`config.mk`:
```
export PLATFORM = sky130hd
export DESIGN_NAME = multi_mode_pid_controller_flat
export DESIGN_NICKNAME = d
export VERILOG_FILES = /design/src/hw/rtl/pidc_pkg.sv /design/src/hw/rtl/pidc_in_if.sv /design/src/hw/rtl/pidc_out_if.sv /design/src/hw/rtl/multi_mode_pid_controller.sv /design/src/hw/rtl/pidc_mul.sv /design/src/flat_wrapper.sv
export VERILOG_INCLUDE_DIRS = /design/src /design/src/hw/rtl
export SDC_FILE = /design/constraint.sdc
export NUM_CORES = 2
export LEC_CHECK = 0
export ABC_AREA = 1
export BUFFER_PORTS_ARGS = -buffer_cell sky130_fd_sc_hd__buf_2
export CORE_MARGIN = 4
export CORE_UTILIZATION = 40
export DETAILED_ROUTE_END_ITERATION = 6
export HOLD_SLACK_MARGIN = 0.12
export PLACE_DENSITY_LB_ADDON = 0.08
export RECOVER_POWER = 100
export SETUP_SLACK_MARGIN = 0.4
export SYNTH_ARGS = -nofsm -noshare
export SYNTH_HDL_FRONTEND = slang
export SYNTH_HIERARCHICAL = 1
export SYNTH_SLANG_ARGS = --single-unit
```
`constraint.sdc`:
```
create_clock -name clk -period 14.75 [get_ports clk]
set_input_delay 1.475 -clock clk [delete_from_list [all_inputs] [get_ports clk]]
set_output_delay 1.475 -clock clk [all_outputs]
set_load 0.01 [all_outputs]
```
`src/hw/rtl/assert_macros.svh`:
```
// Assertion helpers shared by the RTL. Each macro expects clk and rst_n in scope.
`ifndef ASSERT_MACROS_SVH
`define ASSERT_MACROS_SVH

// Property must hold at every clock edge outside reset
`define PIDC_ASSERT(label, prop, msg) \
    label: assert property (@(posedge clk) disable iff (!rst_n) (prop)) else $error(msg);

// Expression must never be true outside reset
`define PIDC_NEVER(label, expr, msg) \
    label: assert property (@(posedge clk) disable iff (!rst_n) !(expr)) else $error(msg);

`endif

```
`src/hw/rtl/pidc_pkg.sv`:
```
`timescale 1ns / 1ps
`default_nettype none

package pidc_pkg;

    // Configuration register indexes
    localparam int CFG_INDEX_W = 3;
    localparam logic [CFG_INDEX_W-1:0] CFG_MODE   = 3'd0;
    localparam logic [CFG_INDEX_W-1:0] CFG_GAIN_P = 3'd1;
    localparam logic [CFG_INDEX_W-1:0] CFG_GAIN_I = 3'd2;
    localparam logic [CFG_INDEX_W-1:0] CFG_GAIN_D = 3'd3;
    localparam logic [CFG_INDEX_W-1:0] CFG_OLIM   = 3'd4;
    localparam logic [CFG_INDEX_W-1:0] CFG_ILIM   = 3'd5;

    // Control law selection
    typedef enum logic [2:0] {
        MODE_POSITIONAL  = 3'd0,
        MODE_INCREMENTAL = 3'd1,
        MODE_PD_GYRO     = 3'd2,
        MODE_POS_DELTA   = 3'd3,
        MODE_CHASSIS     = 3'd4
    } pidc_mode_t;

    // Product slot in the multiply sequence
    typedef enum logic [1:0] {
        MUL_P = 2'd0,
        MUL_I = 2'd1,
        MUL_D = 2'd2
    } pidc_mul_slot_t;

    // Sequencer states
    typedef enum logic [3:0] {
        ST_IDLE,
        ST_ERR,
        ST_DIFF,
        ST_DIFF2,
        ST_DECIDE,
        ST_MUL_START,
        ST_MUL_WAIT,
        ST_INTEG,
        ST_INTEG_CLAMP,
        ST_SUM_PI,
        ST_SUM_D,
        ST_SUM_ACC,
        ST_CLAMP_OUT,
        ST_DONE
    } pidc_state_t;

endpackage

`default_nettype wire

```
`src/hw/rtl/pidc_in_if.sv`:
```
`timescale 1ns / 1ps
`default_nettype none

// Sample request channel: setpoint, feedback and gyro rate
interface pidc_in_if #(
    parameter int DATA_WIDTH = 32
);
    logic                         valid;
    logic                         ready;
    logic                         func;
    logic signed [DATA_WIDTH-1:0] setpoint;
    logic signed [DATA_WIDTH-1:0] feedback;
    logic signed [DATA_WIDTH-1:0] external_derivative;

    modport source (
        output valid, func, setpoint, feedback, external_derivative,
        input  ready
    );

    modport sink (
        input  valid, func, setpoint, feedback, external_derivative,
        output ready
    );
endinterface

`default_nettype wire

```
`src/hw/rtl/pidc_out_if.sv`:
```
`timescale 1ns / 1ps
`default_nettype none

// Drive request channel
interface pidc_out_if #(
    parameter int DATA_WIDTH = 32
);
    logic                         valid;
    logic                         ready;
    logic signed [DATA_WIDTH-1:0] drive;

    modport source (
        output valid, drive,
        input  ready
    );

    modport sink (
        input  valid, drive,
        output ready
    );
endinterface

`default_nettype wire

```
`src/hw/rtl/multi_mode_pid_controller.sv`:
```
`timescale 1ns / 1ps
`default_nettype none
`include "assert_macros.svh"

// Multi-mode PID controller on signed fixed-point words (DATA_WIDTH bits,
// FRAC_BITS fraction bits). One request on meas gives one drive on cmd. The
// three products go one after another through a bit-serial multiplier that
// retires one multiplier bit per cycle; the saturating sums and clamps
// follow as registered states. Deadband, forced-output and unused-mode steps
// skip the products and go from the decision straight to the drive request,
// clear requests (func=1) straight from accept. One sample is processed at a
// time; a new sample is taken while the previous drive still waits on cmd.
// Configuration is to be written through cfg_we/cfg_index/cfg_data only
// while no step is in flight; the block itself does not enforce this.
module multi_mode_pid_controller #(
    parameter int DATA_WIDTH = 32,
    parameter int FRAC_BITS  = 16
) (
    input  wire logic                               clk,
    input  wire logic                               rst_n,
    pidc_in_if.sink                                 meas,
    pidc_out_if.source                              cmd,
    input  wire logic                               cfg_we,
    input  wire logic [pidc_pkg::CFG_INDEX_W-1:0]   cfg_index,
    input  wire logic [DATA_WIDTH-1:0]              cfg_data
);

    import pidc_pkg::*;

    localparam logic signed [DATA_WIDTH-1:0] SMAX = {1'b0, {(DATA_WIDTH-1){1'b1}}};
    localparam logic signed [DATA_WIDTH-1:0] SMIN = {1'b1, {(DATA_WIDTH-1){1'b0}}};
    localparam logic [63:0] SMAX64   = 64'((65'(1) << (DATA_WIDTH - 1)) - 65'(1));
    localparam logic [63:0] RAW_ONE  = 64'(1) << FRAC_BITS;
    localparam logic [63:0] RAW_BAND = 64'(20) << FRAC_BITS;
    localparam logic [63:0] RAW_BIG  = 64'(1000) << FRAC_BITS;
    localparam logic [63:0] RAW_FRC  = 64'(3000) << FRAC_BITS;

    // Thresholds in fixed-point scale, saturated to the word range
    localparam logic signed [DATA_WIDTH-1:0] LVL_ONE =
        DATA_WIDTH'((RAW_ONE > SMAX64) ? SMAX64 : RAW_ONE);
    localparam logic signed [DATA_WIDTH-1:0] LVL_BAND =
        DATA_WIDTH'((RAW_BAND > SMAX64) ? SMAX64 : RAW_BAND);
    localparam logic signed [DATA_WIDTH-1:0] LVL_BIG =
        DATA_WIDTH'((RAW_BIG > SMAX64) ? SMAX64 : RAW_BIG);
    localparam logic signed [DATA_WIDTH-1:0] LVL_FRC =
        DATA_WIDTH'((RAW_FRC > SMAX64) ? SMAX64 : RAW_FRC);
    localparam logic signed [DATA_WIDTH-1:0] NEG_ONE  = -LVL_ONE;
    localparam logic signed [DATA_WIDTH-1:0] NEG_BAND = -LVL_BAND;
    localparam logic signed [DATA_WIDTH-1:0] NEG_BIG  = -LVL_BIG;
    localparam logic signed [DATA_WIDTH-1:0] NEG_FRC  = -LVL_FRC;

    // Saturating add
    function automatic logic signed [DATA_WIDTH-1:0] sat_add(
        input logic signed [DATA_WIDTH-1:0] x,
        input logic signed [DATA_WIDTH-1:0] y
    );
        logic signed [DATA_WIDTH:0] s;
        s = {x[DATA_WIDTH-1], x} + {y[DATA_WIDTH-1], y};
        if (s[DATA_WIDTH] != s[DATA_WIDTH-1])
        begin
            sat_add = s[DATA_WIDTH] ? SMIN : SMAX;
        end
        else
        begin
            sat_add = s[DATA_WIDTH-1:0];
        end
    endfunction

    // Saturating subtract
    function automatic logic signed [DATA_WIDTH-1:0] sat_sub(
        input logic signed [DATA_WIDTH-1:0] x,
        input logic signed [DATA_WIDTH-1:0] y
    );
        logic signed [DATA_WIDTH:0] s;
        s = {x[DATA_WIDTH-1], x} - {y[DATA_WIDTH-1], y};
        if (s[DATA_WIDTH] != s[DATA_WIDTH-1])
        begin
            sat_sub = s[DATA_WIDTH] ? SMIN : SMAX;
        end
        else
        begin
            sat_sub = s[DATA_WIDTH-1:0];
        end
    endfunction

    // Symmetric clamp to +-lim
    function automatic logic signed [DATA_WIDTH-1:0] clamp_lim(
        input logic signed [DATA_WIDTH-1:0] v,
        input logic [DATA_WIDTH-2:0]        lim
    );
        logic signed [DATA_WIDTH-1:0] hi;
        logic signed [DATA_WIDTH-1:0] lo;
        hi = {1'b0, lim};
        lo = -hi;
        if (v > hi)
        begin
            clamp_lim = hi;
        end
        else if (v < lo)
        begin
            clamp_lim = lo;
        end
        else
        begin
            clamp_lim = v;
        end
    endfunction

    // Configuration registers
    pidc_mode_t                   mode_reg;
    logic signed [DATA_WIDTH-1:0] gain_p_reg;
    logic signed [DATA_WIDTH-1:0] gain_i_reg;
    logic signed [DATA_WIDTH-1:0] gain_d_reg;
    logic [DATA_WIDTH-2:0]        olim_reg;
    logic [DATA_WIDTH-2:0]        ilim_reg;

    // Control and loop state
    pidc_state_t                  state_reg, state_next;
    pidc_mul_slot_t               slot_reg, slot_next;
    logic signed [DATA_WIDTH-1:0] error_last_reg, error_last_next;
    logic signed [DATA_WIDTH-1:0] error_before_reg, error_before_next;
    logic signed [DATA_WIDTH-1:0] integral_reg, integral_next;
    logic signed [DATA_WIDTH-1:0] acc_reg, acc_next;
    logic                         cmd_valid_reg;

    // Working payload
    logic signed [DATA_WIDTH-1:0] sp_reg, sp_next;
    logic signed [DATA_WIDTH-1:0] fb_reg, fb_next;
    logic signed [DATA_WIDTH-1:0] ext_reg, ext_next;
    logic signed [DATA_WIDTH-1:0] err_reg, err_next;
    logic signed [DATA_WIDTH-1:0] diffb_reg, diffb_next;
    logic signed [DATA_WIDTH-1:0] d1_reg, d1_next;
    logic signed [DATA_WIDTH-1:0] d2_reg, d2_next;
    logic signed [DATA_WIDTH-1:0] p_reg, p_next;
    logic signed [DATA_WIDTH-1:0] ip_reg, ip_next;
    logic signed [DATA_WIDTH-1:0] d_reg, d_next;
    logic signed [DATA_WIDTH-1:0] sum_reg, sum_next;
    logic signed [DATA_WIDTH-1:0] res_reg, res_next;
    logic signed [DATA_WIDTH-1:0] drive_reg;

    // Multiplier hookup
    logic                         mul_start;
    logic signed [DATA_WIDTH-1:0] mul_a;
    logic signed [DATA_WIDTH-1:0] mul_b;
    logic                         mul_done;
    logic signed [DATA_WIDTH-1:0] mul_prod;

    logic                         out_load;
    logic                         uses_integ_clamp;

    pidc_mul #(
        .DATA_WIDTH (DATA_WIDTH),
        .FRAC_BITS  (FRAC_BITS)
    ) u_mul (
        .clk     (clk),
        .rst_n   (rst_n),
        .start   (mul_start),
        .a       (mul_a),
        .b       (mul_b),
        .done    (mul_done),
        .product (mul_prod)
    );

    assign meas.ready = (state_reg == ST_IDLE);
    assign cmd.valid  = cmd_valid_reg;
    assign cmd.drive  = drive_reg;
    assign out_load   = (state_reg == ST_DONE) && (!cmd_valid_reg || cmd.ready);

    assign uses_integ_clamp = (mode_reg == MODE_POSITIONAL) || (mode_reg == MODE_POS_DELTA)
                           || (mode_reg == MODE_CHASSIS);

    // Multiplier operand selection per mode and slot
    always_comb
    begin
        case (slot_reg)
            MUL_P:
            begin
                mul_a = gain_p_reg;
                if (mode_reg == MODE_INCREMENTAL)
                begin
                    mul_b = d1_reg;
                end
                else if (mode_reg == MODE_PD_GYRO)
                begin
                    mul_b = gain_p_reg;
                end
                else
                begin
                    mul_b = err_reg;
                end
            end
            MUL_I:
            begin
                mul_a = (mode_reg == MODE_PD_GYRO) ? p_reg : gain_i_reg;
                mul_b = err_reg;
            end
            default:
            begin
                mul_a = gain_d_reg;
                if (mode_reg == MODE_INCREMENTAL)
                begin
                    mul_b = d2_reg;
                end
                else if (mode_reg == MODE_PD_GYRO)
                begin
                    mul_b = ext_reg;
                end
                else
                begin
                    mul_b = d1_reg;
                end
            end
        endcase
    end

    // Sequencer: next state and datapath updates
    always_comb
    begin
        state_next        = state_reg;
        slot_next         = slot_reg;
        error_last_next   = error_last_reg;
        error_before_next = error_before_reg;
        integral_next     = integral_reg;
        acc_next          = acc_reg;
        sp_next           = sp_reg;
        fb_next           = fb_reg;
        ext_next          = ext_reg;
        err_next          = err_reg;
        diffb_next        = diffb_reg;
        d1_next           = d1_reg;
        d2_next           = d2_reg;
        p_next            = p_reg;
        ip_next           = ip_reg;
        d_next            = d_reg;
        sum_next          = sum_reg;
        res_next          = res_reg;
        mul_start         = 1'b0;

        case (state_reg)
            ST_IDLE:
            begin
                if (meas.valid)
                begin
                    if (meas.func)
                    begin
                        // Clear request
                        error_last_next   = '0;
                        error_before_next = '0;
                        integral_next     = '0;
                        acc_next          = '0;
                        res_next          = '0;
                        state_next        = ST_DONE;
                    end
                    else
                    begin
                        sp_next    = meas.setpoint;
                        fb_next    = meas.feedback;
                        ext_next   = meas.external_derivative;
                        state_next = ST_ERR;
                    end
                end
            end
            ST_ERR:
            begin
                err_next   = sat_sub(sp_reg, fb_reg);
                diffb_next = sat_sub(error_before_reg, error_last_reg);
                state_next = ST_DIFF;
            end
            ST_DIFF:
            begin
                // First difference, then shift the error history
                d1_next           = sat_sub(err_reg, error_last_reg);
                error_before_next = error_last_reg;
                error_last_next   = err_reg;
                state_next        = ST_DIFF2;
            end
            ST_DIFF2:
            begin
                d2_next    = sat_add(d1_reg, diffb_reg);
                state_next = ST_DECIDE;
            end
            ST_DECIDE:
            begin
                slot_next  = MUL_P;
                state_next = ST_MUL_START;
                case (mode_reg)
                    MODE_POSITIONAL, MODE_INCREMENTAL:
                    begin
                        state_next = ST_MUL_START;
                    end
                    MODE_PD_GYRO:
                    begin
                        if ((err_reg < LVL_ONE) && (err_reg > NEG_ONE))
                        begin
                            res_next   = '0;
                            state_next = ST_DONE;
                        end
                    end
                    MODE_POS_DELTA:
                    begin
                        if ((err_reg < LVL_BAND) && (err_reg > NEG_BAND))
                        begin
                            res_next   = '0;
                            state_next = ST_DONE;
                        end
                        else if (err_reg > LVL_BIG)
                        begin
                            acc_next   = '0;
                            res_next   = LVL_FRC;
                            state_next = ST_DONE;
                        end
                        else if (err_reg < NEG_BIG)
                        begin
                            acc_next   = '0;
                            res_next   = NEG_FRC;
                            state_next = ST_DONE;
                        end
                    end
                    MODE_CHASSIS:
                    begin
                        if ((err_reg < LVL_BAND) && (err_reg > NEG_BAND))
                        begin
                            res_next   = '0;
                            state_next = ST_DONE;
                        end
                    end
                    default:
                    begin
                        // Unused mode codes report the held accumulator
                        res_next   = acc_reg;
                        state_next = ST_DONE;
                    end
                endcase
            end
            ST_MUL_START:
            begin
                mul_start  = 1'b1;
                state_next = ST_MUL_WAIT;
            end
            ST_MUL_WAIT:
            begin
                if (mul_done)
                begin
                    case (slot_reg)
                        MUL_P:
                        begin
                            p_next = mul_prod;
                        end
                        MUL_I:
                        begin
                            if (mode_reg == MODE_PD_GYRO)
                            begin
                                p_next = mul_prod;
                            end
                            else
                            begin
                                ip_next = mul_prod;
                            end
                        end
                        default:
                        begin
                            d_next = mul_prod;
                        end
                    endcase
                    if (slot_reg == MUL_D)
                    begin
                        state_next = ST_INTEG;
                    end
                    else
                    begin
                        slot_next  = pidc_mul_slot_t'(slot_reg + 2'd1);
                        state_next = ST_MUL_START;
                    end
                end
            end
            ST_INTEG:
            begin
                if (mode_reg == MODE_INCREMENTAL)
                begin
                    integral_next = ip_reg;
                end
                sum_next   = sat_add(integral_reg, ip_reg);
                state_next = ST_INTEG_CLAMP;
            end
            ST_INTEG_CLAMP:
            begin
                if (uses_integ_clamp)
                begin
                    integral_next = clamp_lim(sum_reg, ilim_reg);
                end
                state_next = ST_SUM_PI;
            end
            ST_SUM_PI:
            begin
                sum_next   = sat_add(p_reg, integral_reg);
                state_next = ST_SUM_D;
            end
            ST_SUM_D:
            begin
                sum_next   = sat_add(sum_reg, d_reg);
                state_next = ST_SUM_ACC;
            end
            ST_SUM_ACC:
            begin
                if ((mode_reg == MODE_INCREMENTAL) || (mode_reg == MODE_POS_DELTA))
                begin
                    sum_next = sat_add(acc_reg, sum_reg);
                end
                state_next = ST_CLAMP_OUT;
            end
            ST_CLAMP_OUT:
            begin
                acc_next   = clamp_lim(sum_reg, olim_reg);
                res_next   = clamp_lim(sum_reg, olim_reg);
                state_next = ST_DONE;
            end
            ST_DONE:
            begin
                if (out_load)
                begin
                    state_next = ST_IDLE;
                end
            end
            default:
            begin
                state_next = ST_IDLE;
            end
        endcase
    end

    // Control, loop state and configuration registers
    always_ff @(posedge clk or negedge rst_n)
    begin
        if (!rst_n)
        begin
            state_reg        <= ST_IDLE;
            slot_reg         <= MUL_P;
            error_last_reg   <= '0;
            error_before_reg <= '0;
            integral_reg     <= '0;
            acc_reg          <= '0;
            cmd_valid_reg    <= 1'b0;
            mode_reg         <= MODE_POSITIONAL;
            gain_p_reg       <= '0;
            gain_i_reg       <= '0;
            gain_d_reg       <= '0;
            olim_reg         <= '1;
            ilim_reg         <= '1;
        end
        else
        begin
            state_reg        <= state_next;
            slot_reg         <= slot_next;
            error_last_reg   <= error_last_next;
            error_before_reg <= error_before_next;
            integral_reg     <= integral_next;
            acc_reg          <= acc_next;

            if (out_load)
            begin
                cmd_valid_reg <= 1'b1;
            end
            else if (cmd.ready)
            begin
                cmd_valid_reg <= 1'b0;
            end

            if (cfg_we)
            begin
                case (cfg_index)
                    CFG_MODE:   mode_reg   <= pidc_mode_t'(cfg_data[2:0]);
                    CFG_GAIN_P: gain_p_reg <= cfg_data;
                    CFG_GAIN_I: gain_i_reg <= cfg_data;
                    CFG_GAIN_D: gain_d_reg <= cfg_data;
                    CFG_OLIM:   olim_reg   <= cfg_data[DATA_WIDTH-2:0];
                    CFG_ILIM:   ilim_reg   <= cfg_data[DATA_WIDTH-2:0];
                    default:    ;
                endcase
            end
        end
    end

    // Working payload registers
    always_ff @(posedge clk)
    begin
        sp_reg    <= sp_next;
        fb_reg    <= fb_next;
        ext_reg   <= ext_next;
        err_reg   <= err_next;
        diffb_reg <= diffb_next;
        d1_reg    <= d1_next;
        d2_reg    <= d2_next;
        p_reg     <= p_next;
        ip_reg    <= ip_next;
        d_reg     <= d_next;
        sum_reg   <= sum_next;
        res_reg   <= res_next;
        if (out_load)
        begin
            drive_reg <= res_reg;
        end
    end

    `PIDC_ASSERT(a_done_in_wait, mul_done |-> (state_reg == ST_MUL_WAIT), "product outside wait")
    `PIDC_ASSERT(a_clear_state, (meas.valid && meas.ready && meas.func) |=> (error_last_reg == '0 && integral_reg == '0 && acc_reg == '0), "clear request left state")
    `PIDC_ASSERT(a_drive_issue, (state_reg == ST_DONE && !cmd_valid_reg) |=> cmd.valid, "finished step not issued")
    `PIDC_ASSERT(a_idle_after_load, out_load |=> (state_reg == ST_IDLE), "sequencer not idle after issue")

endmodule

`default_nettype wire

```
`src/hw/rtl/pidc_mul.sv`:
```
`timescale 1ns / 1ps
`default_nettype none
`include "assert_macros.svh"

// Bit-serial fixed-point multiplier: (a * b) >> FRAC_BITS, truncated toward
// zero and saturated. Sign-magnitude, one multiplier bit per cycle.
module pidc_mul #(
    parameter int DATA_WIDTH = 32,
    parameter int FRAC_BITS  = 16
) (
    input  wire logic                         clk,
    input  wire logic                         rst_n,
    input  wire logic                         start,
    input  wire logic signed [DATA_WIDTH-1:0] a,
    input  wire logic signed [DATA_WIDTH-1:0] b,
    output logic                              done,
    output logic signed [DATA_WIDTH-1:0]      product
);

    localparam int CNT_W = $clog2(DATA_WIDTH);
    localparam logic [CNT_W-1:0] LAST_BIT = CNT_W'(DATA_WIDTH - 1);
    localparam logic signed [DATA_WIDTH-1:0] SMAX = {1'b0, {(DATA_WIDTH-1){1'b1}}};
    localparam logic signed [DATA_WIDTH-1:0] SMIN = {1'b1, {(DATA_WIDTH-1){1'b0}}};

    logic                         run_reg;
    logic                         fin_reg;
    logic                         done_reg;
    logic [CNT_W-1:0]             count_reg;
    logic                         neg_reg;
    logic [DATA_WIDTH-1:0]        mcand_reg;
    logic [DATA_WIDTH-1:0]        hi_reg;
    logic [DATA_WIDTH-1:0]        lo_reg;
    logic signed [DATA_WIDTH-1:0] product_reg;

    logic [DATA_WIDTH-1:0]        a_u;
    logic [DATA_WIDTH-1:0]        b_u;
    logic [DATA_WIDTH-1:0]        mag_a;
    logic [DATA_WIDTH-1:0]        mag_b;
    logic [DATA_WIDTH:0]          step_sum;
    logic [2*DATA_WIDTH-1:0]      full;
    logic [2*DATA_WIDTH-1:0]      shifted;
    logic                         ovf;
    logic [DATA_WIDTH-1:0]        pos_val;
    logic [DATA_WIDTH-1:0]        neg_val;
    logic signed [DATA_WIDTH-1:0] result_next;

    // Operand magnitudes; the most negative value maps to 2^(W-1)
    assign a_u   = a;
    assign b_u   = b;
    assign mag_a = a[DATA_WIDTH-1] ? (~a_u + 1'b1) : a_u;
    assign mag_b = b[DATA_WIDTH-1] ? (~b_u + 1'b1) : b_u;

    // One shift-add step
    assign step_sum = {1'b0, hi_reg} + {1'b0, (lo_reg[0] ? mcand_reg : '0)};

    // Scale, saturate and restore sign
    assign full    = {hi_reg, lo_reg};
    assign shifted = full >> FRAC_BITS;
    assign ovf     = |shifted[2*DATA_WIDTH-1:DATA_WIDTH-1];
    assign pos_val = {1'b0, shifted[DATA_WIDTH-2:0]};
    assign neg_val = ~pos_val + 1'b1;

    always_comb
    begin
        if (neg_reg)
        begin
            result_next = ovf ? SMIN : neg_val;
        end
        else
        begin
            result_next = ovf ? SMAX : pos_val;
        end
    end

    // Control
    always_ff @(posedge clk or negedge rst_n)
    begin
        if (!rst_n)
        begin
            run_reg   <= 1'b0;
            fin_reg   <= 1'b0;
            done_reg  <= 1'b0;
            count_reg <= '0;
        end
        else
        begin
            done_reg <= fin_reg;
            fin_reg  <= run_reg && (count_reg == LAST_BIT);
            if (start)
            begin
                run_reg   <= 1'b1;
                count_reg <= '0;
            end
            else if (run_reg)
            begin
                if (count_reg == LAST_BIT)
                begin
                    run_reg <= 1'b0;
                end
                count_reg <= count_reg + 1'b1;
            end
        end
    end

    // Datapath
    always_ff @(posedge clk)
    begin
        if (start)
        begin
            neg_reg   <= a[DATA_WIDTH-1] ^ b[DATA_WIDTH-1];
            mcand_reg <= mag_a;
            lo_reg    <= mag_b;
            hi_reg    <= '0;
        end
        else if (run_reg)
        begin
            hi_reg <= step_sum[DATA_WIDTH:1];
            lo_reg <= {step_sum[0], lo_reg[DATA_WIDTH-1:1]};
        end
        if (fin_reg)
        begin
            product_reg <= result_next;
        end
    end

    assign done    = done_reg;
    assign product = product_reg;

    `PIDC_NEVER(a_run_and_fin, run_reg && fin_reg, "multiplier finished while still running")
    `PIDC_ASSERT(a_fin_done, fin_reg |=> done_reg, "finish not followed by done")
    `PIDC_ASSERT(a_done_pulse, done_reg |=> !done_reg, "done held longer than one cycle")

endmodule

`default_nettype wire
```
`src/flat_wrapper.sv`:
```
// flat-port wrapper written by rule: the top's interface ports become plain ports
module multi_mode_pid_controller_flat import pidc_pkg::*;
#(
    parameter int DATA_WIDTH = 32,
    parameter int FRAC_BITS  = 16
)
  (clk, rst_n, cfg_we, cfg_index, cfg_data, meas_valid, meas_func, meas_setpoint, meas_feedback, meas_external_derivative, meas_ready, cmd_valid, cmd_drive, cmd_ready);
  pidc_in_if #(.DATA_WIDTH(DATA_WIDTH)) meas_i ();
  pidc_out_if #(.DATA_WIDTH(DATA_WIDTH)) cmd_i ();
  input  wire logic clk;
  input  wire logic rst_n;
  input  wire logic cfg_we;
  input  wire logic [pidc_pkg::CFG_INDEX_W-1:0] cfg_index;
  input  wire logic [DATA_WIDTH-1:0] cfg_data;
  input wire logic [$bits(meas_i.valid)-1:0] meas_valid;
  input wire logic [$bits(meas_i.func)-1:0] meas_func;
  input wire logic [$bits(meas_i.setpoint)-1:0] meas_setpoint;
  input wire logic [$bits(meas_i.feedback)-1:0] meas_feedback;
  input wire logic [$bits(meas_i.external_derivative)-1:0] meas_external_derivative;
  output wire logic [$bits(meas_i.ready)-1:0] meas_ready;
  output wire logic [$bits(cmd_i.valid)-1:0] cmd_valid;
  output wire logic [$bits(cmd_i.drive)-1:0] cmd_drive;
  input wire logic [$bits(cmd_i.ready)-1:0] cmd_ready;
  assign meas_i.valid = meas_valid;
  assign meas_i.func = meas_func;
  assign meas_i.setpoint = meas_setpoint;
  assign meas_i.feedback = meas_feedback;
  assign meas_i.external_derivative = meas_external_derivative;
  assign meas_ready = meas_i.ready;
  assign cmd_valid = cmd_i.valid;
  assign cmd_drive = cmd_i.drive;
  assign cmd_i.ready = cmd_ready;
  multi_mode_pid_controller #(.DATA_WIDTH(DATA_WIDTH), .FRAC_BITS(FRAC_BITS)) u_core (.clk(clk), .rst_n(rst_n), .meas(meas_i), .cmd(cmd_i), .cfg_we(cfg_we), .cfg_index(cfg_index), .cfg_data(cfg_data));
endmodule
```
==> metrics.csv <==
stage,metric,value,unit
synthesis,"flops & latches, synth",849,
run_status,status,"complete, but fails checks",
synthesis,Syn Nets,8870,
clock_tree,# clock sinks,849,
layout,FF/Latch Area,23700,sq um
floorplan,die height,400,microns
place,gpl congestion,0.967,
synthesis,main combinational cell family by area after synthesis,simple AND/OR/NAND/NOR gates,
synthesis,sequential area share after synthesis,0.386,
clock_tree,later-pin clock latency in the skew report,0.73,ns
min_path,hold path startpoint,u_core/res_reg[31]$_DFFE_PP_,
sta,f_max,0.116,GHz
synthesis,Netlist cell types,66,
place,DP Cell Count,10300,
clock_tree,Worst-path clk slew,0.06,ns
sta,Fin. Hold Viols,0,
sta,Worst Clk Skew,0.0325,ns
sta,post-layout min period,8.64,ns
layout,Fill cells,15900,
layout,most frequent cells in the layout,"nand2_1 (2384), inv_1 (978), nor2_1 (692)",
pwr,power after layout,16.9,mW
synthesis,number of synthesized flops with an enable pin,513,
floorplan,I/O Pins,171,
floorplan,Die Area,160000,sq um
routing,TritonRoute pass-1 iters,6,
routing,wire per inst,24.2,microns
pwr,worst vdd ir,0.157,mV
synthesis,mux cell area share after synthesis,0,
pwr,Lkg Pwr,31.5,nW
place,dpl hpwl,205000,microns
layout,Layout area overhead,9.90,%
synthesis,Async SR Flop Fraction,0.358,
run_status,failing checks,"max-capacitance violations, max-slew violations",
setup_path,Worst Path Required,15.12,ns
floorplan,die width,400,microns
synthesis,area share of fa/ha/maj cells after synthesis,0.0889,
job,Max-Cap Viols,33,
synthesis,Post-Syn Area per Cell,7.40,sq um
sta,RSZ-0062 raised after global routing,false,
clock_tree,CTS tree,yes,
setup_path,crit path max fanout,59,
floorplan,number of core rows,143,
routing,DRT Wirelength,254000,microns
synthesis,Synth Area in Compound Gates,0.138,
global_routing,first-pass GRT wire length,369000,microns
min_path,worst min-delay path class,flip-flop to flip-flop,
clock_tree,Post-CTS Resized,0,
global_routing,initial antenna violation count,6,
setup_path,CP Capture Type,flip-flop,
floorplan,Initial Utilization,0.403,
synthesis,Post-Syn Instances,8302,
setup_path,worst r2r src,u_core/slot_reg[0]$_DFFE_PN0P_,
global_routing,gr ovfl total,0,
sta,final setup fails,0,
floorplan,core outline area,152000,sq um
setup_path,kind of critical path,flip-flop to flip-flop,
clock_tree,postcts setup bufs,0,
clock_tree,hold_buf cts,0,
pwr,P per Cell Area,251,nW/um^2
routing,via density per instance,5.47,
routing,Remaining DRCs,0,
synthesis,Synth Cell Area,61400,sq um
global_routing,vias in the first global route,55000,
clock_tree,Num CTS Buffers,100,
layout,Nets,8958,
sta,Pins Over Slew Limit,1480,
place,# port buffers,170,
sta,Worst Tran Pin Value,3.89,ns
clock_tree,Max Root-Sink Buffers,3,
sta,crit share post-route,0.586,
setup_path,crit start category,flip-flop,
synthesis,synth warn,6,
sta,Max-slew headroom,-1.59,
layout,"commonest non-fill, non-tap cell in the layout",nand2_1,
synthesis,post-synthesis xor/xnor area fraction,0.0418,
setup_path,CP startpoint,u_core/slot_reg[0]$_DFFE_PN0P_,
routing,vias,57500,
global_routing,total global routing track utilization,0.312,
sta,Setup TNS,0,ns
global_routing,largest net degree at the start of global routing,134,
layout,area of the multi-input gates,32900,sq um
clock_tree,root buffer cell,clkbuf_16,
clock_tree,H-tree levels,3,
synthesis,Most used DFF post-synth,edfxtp_1,
setup_path,"Arr. time, crit path",9.01,ns
routing,DRT iter0 DRCs,5333,
synthesis,post-synthesis simple-gate area fraction,0.267,
routing,DRT antenna net count,0,
layout,post-route insts no fill,10500,
layout,layout cells sized above 1,0.0514,
==> metal layers <==
metal	vias up	track usage	wire length, microns
li1	27900	-	-
met1	27300	0.405	108000
met2	1848	0.507	116000
met3	498	0.0391	14000
met4	0	0.166	16500
met5	-	0	0
==> worst paths after layout <==
path | end | slack, ns | depth (start not counted)
max reg2reg | u_core/u_mul/lo_reg[25]$_DFFE_PP_ | 6.11 | 13
min | u_core/cmd.drive[31]$_DFFE_PP_ | 0.41 | 0
max | u_core/u_mul/lo_reg[25]$_DFFE_PP_ | 6.11 | 13
max in group asynchronous | u_core/integral_reg[21]$_DFFE_PN0P_ | 8.01 | 2
min reg2reg | u_core/cmd.drive[31]$_DFFE_PP_ | 0.41 | 0
min in group asynchronous | u_core/u_mul/count_reg[3]$_DFFE_PN0P_ | 1.82 | 1
==> critical path, cell delays in order (launching register included) <==
cell      delay, ns
dfrtp_1        0.36
inv_1          0.09
ha_1           0.97
nor2_1         2.36
inv_1          1.23
a211oi_1       0.53
o21ai_0        0.14
o221ai_2       0.10
clkbuf_1       1.21
inv_1          0.67
o21ai_0        0.32
nand2_1        0.08
nand3_1        0.07
o21ai_0        0.13
==> Yosys cell counts, drive strengths merged, types with 2 or more instances <==
cell     count  area [sq um]
nand2     2389          8990
inv        996          3740
nor2       713          2740
o21ai      710          3580
nand3      569          2850
edfxtp     513         15400
a21oi      509          2580
ha         422          5280
dfrtp      242          6060
xor2       207          1820
clkbuf     144           541
nand4      118           738
nor3       102           541
buf         92           500
xnor2       85           744
a22oi       64           480
dfstp       62          1630
o21bai      51           383
o22ai       37           231
nor4        33           228
o221ai      33           289
dfxtp       32           641
o211ai      24           180
a211oi      23           173
a21o        22           165
nand3b      21           158
a21boi      13           101
o21a        12          90.1
a31oi       11          83.8
fa           9           180
or2          9          56.3
and2         7          43.8
and3         6          37.5
a221oi       3          26.3
clkinv       3          11.3
nor3b        3          22.5
o31ai        3          22.5
o2111ai      2          17.5
o211a        2          20.0
o32ai        2          17.5
==> power by group <==
| group | switching, mW | total, mW | internal, mW |
|---|---|---|---|
| sequential | 0.901 | 4.54 | 3.64 |
| combinational | 6.74 | 9.76 | 3.03 |
| clock | 1.07 | 2.62 | 1.55 |
| total | 8.71 | 16.9 | 8.22 |
==> cell type report <==
type,instances,share of cell area
multi-input cells,6218,0.488
flip-flops and latches,849,0.352
inverters,999,0.0556
clock buffers,142,0.0434
well taps,2030,0.0376
repair buffers,222,0.0160
clock inverters,48,0.00790
diodes,2,0.0000741
==> logic make-up after synthesis <==
logic type,count (synthesis)
compound gates,1524
flops,849
simple gates,3971
xor+xnor,292
fa+ha+maj,431
buf+inv,1235
==> stage by stage <==
| stage | area [sq um] | utilization | setup slack [ns] | hold slack [ns] |
|---|---|---|---|---|
| detailed placement | 64300 | 0.422 | 9.74 | 0.405 |
| global route | 67500 | 0.443 | 5.61 | 0.415 |
| CTS | 67800 | 0.445 | 9.74 | 0.418 |
| global placement | 64300 | 0.422 | 9.69 | 0.403 |
| floorplan | 61400 | - | 5.96 | 0.400 |
| finish | 67500 | 0.443 | 6.11 | 0.414 |
Note: power is estimated with default switching activity, not from simulation.
